==> src/rtl/act_pkg.sv <==
`timescale 1ns / 1ps
// Shared types, constants and codes of the access control table.
package act_pkg;

  localparam int unsigned TABLE_DEPTH = 64;
  localparam int unsigned MODE_WIDTH  = 3;
  localparam int unsigned KEY_WIDTH   = 32;
  localparam int unsigned IDX_W       = $clog2(TABLE_DEPTH);
  localparam int unsigned CNT_W       = $clog2(TABLE_DEPTH + 1);

  typedef enum logic [2:0] {
    ACT_ADD      = 3'd0,
    ACT_GET      = 3'd1,
    ACT_DEL_RES  = 3'd2,
    ACT_DEL_CLI  = 3'd3,
    ACT_SET_RES  = 3'd4,
    ACT_SET_PAIR = 3'd5
  } action_e;

  typedef enum logic [1:0] {
    ST_OK        = 2'd0,
    ST_NOT_FOUND = 2'd1,
    ST_FULL      = 2'd2
  } status_e;

  typedef enum logic [1:0] {
    S_IDLE,
    S_START,
    S_SCAN,
    S_RESP
  } state_e;

  typedef struct packed {
    logic [2:0]           action;
    logic [KEY_WIDTH-1:0] resource_key;
    logic [KEY_WIDTH-1:0] client_key;
    logic [2:0]           mode_in;
  } act_in_t;

  typedef struct packed {
    logic [1:0] status;
    logic [2:0] mode_out;
  } act_out_t;

  typedef struct packed {
    logic [KEY_WIDTH-1:0]  resource;
    logic [KEY_WIDTH-1:0]  client;
    logic [MODE_WIDTH-1:0] mode;
  } entry_t;

  typedef struct packed {
    logic res_hit;
    logic cli_hit;
  } match_t;

endpackage

==> src/rtl/act_match.sv <==
`timescale 1ns / 1ps
// Key compare unit: matches one stored entry against the requested keys.
module act_match (
  input  act_pkg::entry_t                  entry_i,
  input  logic [act_pkg::KEY_WIDTH-1:0]    resource_key_i,
  input  logic [act_pkg::KEY_WIDTH-1:0]    client_key_i,
  output act_pkg::match_t                  match_o
);

  always_comb begin
    match_o.res_hit = (entry_i.resource == resource_key_i);
    match_o.cli_hit = (entry_i.client == client_key_i);
  end

endmodule
==> config.mk <==
export PLATFORM = sky130hd
export DESIGN_NAME = act_match
export DESIGN_NICKNAME = d
export VERILOG_FILES = /design/src/rtl/act_pkg.sv /design/src/rtl/act_match.sv
export SDC_FILE = /design/constraint.sdc
export NUM_CORES = 1
export LEC_CHECK = 0
export ABC_AREA = 1
export ABC_CLOCK_PERIOD_IN_PS = 800
export BUFFER_PORTS_ARGS = -buffer_cell sky130_fd_sc_hd__buf_4
export CORE_MARGIN = 4
export CORE_UTILIZATION = 34
export DETAILED_ROUTE_END_ITERATION = 6
export PLACE_DENSITY_LB_ADDON = 0.3
export SLEW_MARGIN = 20
export SYNTH_ARGS = -nofsm -noshare
export SYNTH_HDL_FRONTEND = slang
export SYNTH_SLANG_ARGS = --single-unit
==> constraint.sdc <==
create_clock -name vclk -period 0.8
set_input_delay 0.08 -clock vclk [all_inputs]
set_output_delay 0.08 -clock vclk [all_outputs]
set_load 0.03 [all_outputs]
==> run metrics <==
Setup Viol. Count Final=2; wire per inst=7.71 um; Synth Area in Simple Gates=68.6%; CP Max Fanout=2; sequential cell area=0 sq um; # DRC=0; worst IR drop on VDD=216 uV; WS Path Type=in2out; crit path capture type=output port; die width=69.6 um; n_diodes=0; Hold Path Class=in2out; # clk buffers=0; sequential share of the synthesized area=0%; switching share of power=39.8%; cells after synthesis=336; Critical Path Max Stage Delay=130 ps; crit path launch type=primary input; met1 wire length=1390 um; most frequent cells in the layout=nand2_1 (149), buf_4 (128), inv_1 (94), nor2_1 (78), xor2_1 (6); Starting Density=35.3%; Ports=133; min setup slack post-route=-216 ps; Area Growth Syn to Fin=83.7%; Mapped Area=1290 sq um; post-synthesis compound-gate area fraction=0%; # port buffers=130; global-route wire length before repair=6490 um; Antenna Violating Nets Remaining=0; delay-heaviest family, CP=simple AND/OR/NAND/NOR gates; WP depth=9; Synth cell types=4; worst slew pin tran=133 ps; antenna violations before repair=0; FFs & Latches=0; Slew Viols, Final=0; Hold Buf Count CTS=0; Post-Syn Nets=467; met3 WL post-DR=326 um; setup_tns=-413 ps; Detailed Place HPWL=3660 um; CORE AREA=3660 sq um; largest family of logic cells by synthesized area=simple AND/OR/NAND/NOR gates; Leak=1.73 nW; power density over the cells=412 nW/um^2; vias in the first global route=1768; Synth warnings=0; Cells after DPL=514; largest net degree at the start of global routing=3; Overflow after GRT=0; Worst slew margin=91.1%; failing checks=setup timing; Sw Pwr=0.390 mW; DIE AREA=4850 sq um; layout cells sized above 1=29.8%; post-synthesis adder-cell area fraction=0%; NumNets Final=599; mux cell area share after synthesis=0%; Critical path buffers and inverters=2; num rows=22; Pint=0.589 mW; worst path cell trace=buf_4 > nor2_2 > nor2_1 > nor2_1 > nand2_1 > nor2_1 > nand2_1 > nor2_4 > buf_6; initial drt markers=28; fin cells=514; routed vias/inst=3.99; MaxCap Viol Count=0; CP required=720 ps; metal2 WL=2190 um; Final period util=127%; synthesized area per cell=3.84 sq um; total power=0.978 mW; Tmin final=1020 ps; pre-CTS WS=-231 ps; Via Count=2049; commonest non-fill, non-tap cell in the layout=nand2_1; DRT Pass-1 Iters=4; RSZ-0062 raised after global routing=true; Gate power share=100.0%; Setup crit start=entry_i[55]; Critical Path AT=940 ps; gp weighted congestion=0.759; utilization after layout=64.8%; Top Metal Used=met4; XOR/XNOR share of the synthesized area=4.07%; Die Y=69.6 um; Clk pwr share=0%; crit path to=match_o[1]; Flop pwr share=0%; GRT Overall Usage=15.1%; fmax=0.984 GHz; Hold Fails Final Rpt=0; status=finished with violations; critical path's slowest cell=buf_6; most used cell, CP=nor2_1; Routed WL=3960 um
==> area by class of cell <==
| cell class | count | area [sq um] |
|---|---|---|
| multi-input combinational | 242 | 976 |
| fill | 405 | 1290 |
| timing repair buffer | 130 | 983 |
| inverter | 94 | 353 |
| tap | 48 | 60.1 |
==> tightest hold or removal path, stage by stage <==
cell	delay (ps)
buf_4	80
nand2_1	40
nand2_1	50
nor2_1	40
nand2_1	50
nor2_1	40
nand2_1	90
nor2_4	40
buf_6	130
==> routing by layer <==
metal | up-vias | track usage [%]
met1 | 805 | 14.9
met5 | - | 0
li1 | 1175 | -
met3 | 4 | 3.19
met4 | 0 | 1.49
met2 | 65 | 32.2
==> power by group through the flow <==
stage               logic, mW  clock network [mW]  registers [mW]
floorplan               0.383                   0               0
global placement        0.938                   0               0
detailed placement      0.968                   0               0
CTS                     0.970                   0               0
global route             1.12                   0               0
finish                  0.978                   0               0
==> synth_stat cells <==
library cell | n | area share, %
nand2_1 | 150 | 44
inv_1 | 94 | 27
nor2_1 | 86 | 25
xor2_1 | 6 | 4.1
==> through the flow <==
| stage | instance area (sq um) | hold WS [ps] |
|---|---|---|
| after floorplan | 1310 | 498 |
| after global placement | 2340 | 742 |
| after detailed placement | 2340 | 740 |
| after CTS | 2350 | 716 |
| after global routing | 2370 | 757 |
| final | 2370 | 711 |
==> cells by family (layout without fill, tap and decap cells) <==
group	count (synthesis)	in the layout
AND/OR/NAND/NOR	236	236
buffers and inverters	94	224
XOR/XNOR	6	6
==> worst min path at each step <==
stage | from | to | cells after the start
6_report | resource_key_i[12] | match_o[1] | 9
5_1_grt | entry_i[46] | match_o[1] | 9
4_1_cts | client_key_i[12] | match_o[0] | 9
3_5_place_dp | client_key_i[12] | match_o[0] | 9
3_3_place_gp | client_key_i[12] | match_o[0] | 9
2_1_floorplan | entry_i[14] | match_o[0] | 7
==> timing repair <==
item | 4_1_cts | 5_1_grt
pin swaps | 10 | 4
setup buffers | 0 | 0
endpoints found under the setup margin | 2 | 2
resized for setup | 2 | 8
Power figures use the tool's default switching activity.
