--- config.mk ---
export PLATFORM = sky130hd
export DESIGN_NAME = act_ram
export DESIGN_NICKNAME = d
export VERILOG_FILES = /design/src/rtl/act_ram.sv
export SDC_FILE = /design/constraint.sdc
export NUM_CORES = 1
export LEC_CHECK = 0
export BUFFER_PORTS_ARGS = -buffer_cell sky130_fd_sc_hd__clkbuf_2
export CAP_MARGIN = 15
export CORE_UTILIZATION = 25
export CTS_BUF_LIST = sky130_fd_sc_hd__clkbuf_4 sky130_fd_sc_hd__clkbuf_8
export CTS_CLUSTER_DIAMETER = 150
export DETAILED_ROUTE_END_ITERATION = 12
export PLACE_DENSITY = 0.51
export REMOVE_ABC_BUFFERS = 1
export SKIP_CTS_REPAIR_TIMING = 1
export SLEW_MARGIN = 20
export SYNTH_ARGS = -nofsm -noshare
export SYNTH_HDL_FRONTEND = slang
export SYNTH_SLANG_ARGS = --single-unit
--- constraint.sdc ---
create_clock -name clk_i -period 1.9 [get_ports clk_i]
set_input_delay 0.38 -clock clk_i [delete_from_list [all_inputs] [get_ports clk_i]]
set_output_delay 0.38 -clock clk_i [all_outputs]
set_load 0.01 [all_outputs]
--- src/rtl/act_ram.sv ---
`timescale 1ns / 1ps
// Generic single-port-write, single-port-read RAM with registered read data.
module act_ram #(
  parameter int unsigned WIDTH = 8,
  parameter int unsigned DEPTH = 16
) (
  input  logic                     clk_i,
  input  logic                     we_i,
  input  logic [$clog2(DEPTH)-1:0] waddr_i,
  input  logic [WIDTH-1:0]         wdata_i,
  input  logic [$clog2(DEPTH)-1:0] raddr_i,
  output logic [WIDTH-1:0]         rdata_o
);

  logic [WIDTH-1:0] mem_q [DEPTH];
  logic [WIDTH-1:0] rdata_q;

  always_ff @(posedge clk_i) begin
    if (we_i) begin
      mem_q[waddr_i] <= wdata_i;
    end
    rdata_q <= mem_q[raddr_i];
  end

  assign rdata_o = rdata_q;

endmodule

==> metrics.csv <==
stage,metric,value,unit
final_layout,n_antenna_cell,0,
logic_synthesis,ys_warn_count,0,
power,power_frac_comb,5.8,%
worst_setup_path,path_depth,5,
worst_setup_path,crit_start,raddr_i[0],
sta,period_needed,1.36,ns
clock_network,insertion_delay,0.43,ns
sta,slew_viol_final,0,
drt,viasPerCell,4.48,
worst_setup_path,crit_chain,clkbuf_2 -> buf_12 -> mux4_1 -> a22oi_1 -> nand2_1,
drt,ant_nets,0,
final_layout,multi_input_area,0.00106,mm²
worst_setup_path,r2r_setup_slack,0.55,ns
worst_hold_path,min_path_type,input pin to flip-flop,
worst_setup_path,r2r-end,rdata_o[3],
clock_network,clock_sinks,136,
worst_setup_path,cp_max_fo,10,
worst_setup_path,startpoint_type,input pin,
final_layout,nFillCells,1957,
sta,tightest_slew,0.494,ns
grt,antenna_found_initial,0,
power,seq_power_share,58.6,%
final_layout,area.sequential,0.00400,mm²
die,ioPinCount,26,
power,p_per_area,945,mW/mm²
sta,setup_tns,0,ns
die,die_w,145,µm
die,die_y,145,µm
power,p_switching,1.19,mW
grt,gr-usage-all-layers,11.9,%
grt,grt_pass1_wl,17.5,mm
power,switching_share,20.7,%
final_layout,fin_util,30.1,%
worst_setup_path,crit_family,multiplexers,
placement,dp_hpwl,7.25,mm
power,p_clk_share,35.6,%
clock_network,numCtsBuffers,17,
logic_synthesis,ys_seq_elements,136,
drt,dr.pass1.iters,4,
power,peakVddDrop,388,µV
sta,max_slew_margin,67.1,%
clock_network,h-tree-depth,4,
final_layout,syn_to_final_growth,18.5,%
die,die_area,0.0212,mm²
die,start_util,25.4,%
logic_synthesis,synth-seq-area-share,77.8,%
final_layout,final_common_cell,edfxtp_1,
sta,skew,0.00777,ns
final_layout,drive_gt1_share,32.0,%
grt,first_global_vias,2671,
worst_setup_path,crit_required,2.21,ns
grt,grt_max_degree,33,
outcome,status,"complete, no violations",
drt,num_vias,2556,
drt,drcViolationCount,0,
run,maxCapViolations,0,
clock_network,cts.clk_slew.worst_paths,0.07,ns
die,coreArea,0.0202,mm²
placement,gp_congestion,0.693,
placement,port_buffers,25,
sta,rsz0062_at_grt,no,
clock_network,root_buffer,clkbuf_8,
die,rows,52,
logic_synthesis,yosys.cell_types.count,19,
clock_network,cts_tree,yes,
worst_setup_path,endpoint,rdata_o[3],
sta,max_freq,0.734,GHz
final_layout,nNetsFinal,305,
grt,grt_overflow,0,
final_layout,layout_common_cells,"128 x edfxtp_1, 25 x clkbuf_2, 20 x clkbuf_8, 20 x buf_4, 18 x mux4_2",
logic_synthesis,netlist_instances,229,
power,power.leakage,2.03,nW
clock_network,cts_buffer_depth,2,
drt,wirelength,11.8,mm
logic_synthesis,synth.avg_cell_area,22.5,µm²
worst_setup_path,worstPathArrival,1.68,ns
drt,routedWlPerCell,20.7,µm
worst_setup_path,crit_buf_inv,2,
worst_setup_path,critical_path_class,input pin to flip-flop,
sta,fin_crit_sh,71.7,%
worst_setup_path,ff2ff_path_depth,3,
logic_synthesis,synth.cell_area,0.00515,mm²
sta,hold_viol_final,0,
power,internal_power,4.57,mW
worst_setup_path,r2r_start,mem_q[3][3],
worst_setup_path,cp_slowest_cell,mux4_1,
sta,setup_viol,0,
drt,first_iter_violations,310,
worst_setup_path,slowest_delay,0.59,ns
worst_setup_path,crit_path_end_kind,flip-flop,
## worst register-to-register path, cell delays in order (launching register included)
cell,delay (ns)
edfxtp_1,0.38
mux4_1,0.52
a22oi_1,0.25
nand2_1,0.08
## power groups by stage
stage                     Clock (mW)  Combinational [mW]  Sequential (mW)
after floorplan                    0               0.134             3.44
final                           2.05               0.337             3.38
after global placement             0               0.334             3.44
after global routing            2.23               0.364             3.38
after CTS                       2.11               0.342             3.38
after detailed placement           0               0.341             3.44
## routing by layer
metal  share of wire [%]  track usage (%)  up-vias
met1                  48             16.7     1373
met3                 6.7             3.86       18
met5                   0                0        -
met4                 1.7             4.89        0
met2                  44             16.9       80
li1                    -                -     1085
## final cells by class
class                      instances  share of cell area, %
sequential                       136                   65.6
multi-input combinational         83                   17.3
timing repair buffer              49                   5.83
tap                              270                   5.54
clock buffer                      26                   5.25
clock inverter                     6                  0.410
## synth_stat cells
cell type	number	area, µm²
edfxtp_1	128	3840
mux4_2	18	405
a22oi_1	16	120
mux4_1	14	368
nor2_1	13	48.8
nand2_1	9	33.8
dfxtp_1	8	160
nor3_1	4	20.0
buf_2	3	15.0
buf_6	3	33.8
clkdlybuf4s25_2	3	30.0
nand2b_1	2	12.5
nand3b_1	2	15.0
and2_1	1	6.26
and2b_1	1	7.51
buf_4	1	7.51
nand3_1	1	5.00
nor2b_1	1	6.26
or3b_2	1	8.76
## state kept, by name (all words and copies together) (netlist names)
signal   count
mem_q      128
rdata_o      8
## per-stage QoR
| stage | setup WS [ns] | power [mW] | hold WS (ns) | instances | area (µm²) |
|---|---|---|---|---|---|
| after floorplan | 0.0271 | 3.57 | 0.479 | 219 | 5060 |
| after global placement | 0.0801 | 3.77 | 0.656 | 538 | 5750 |
| after detailed placement | 0.0795 | 3.78 | 0.666 | 538 | 5750 |
| after CTS | 0.510 | 5.83 | 0.348 | 570 | 6100 |
| after global routing | 0.481 | 5.97 | 0.371 | 570 | 6100 |
| final | 0.538 | 5.76 | 0.370 | 570 | 6100 |
## worst min path at each step
stage | slack, ns | endpoint | cells after the start | start
global route | 0.37 | mem_q[13][0] | 1 | wdata_i[0]
CTS | 0.35 | mem_q[13][0] | 1 | wdata_i[0]
finish | 0.37 | mem_q[7][4] | 1 | wdata_i[4]
floorplan | 0.48 | mem_q[0][0] | 0 | wdata_i[0]
detailed placement | 0.67 | rdata_o[1] | 3 | mem_q[12][1]
global placement | 0.66 | rdata_o[4] | 3 | mem_q[11][4]
## logic make-up (layout without fill, tap and decap cells)
logic type             count (synthesis)  in the layout  share of synthesized area, %
AO/OA/AOI/OAI                         16             16                          2.33
buffers and inverters                 10             81                          1.68
flip-flops                           136            136                          77.8
multiplexers                          32             32                          15.0
AND/OR/NAND/NOR                       35             35                          3.18
(Power assumes the default switching activity.)
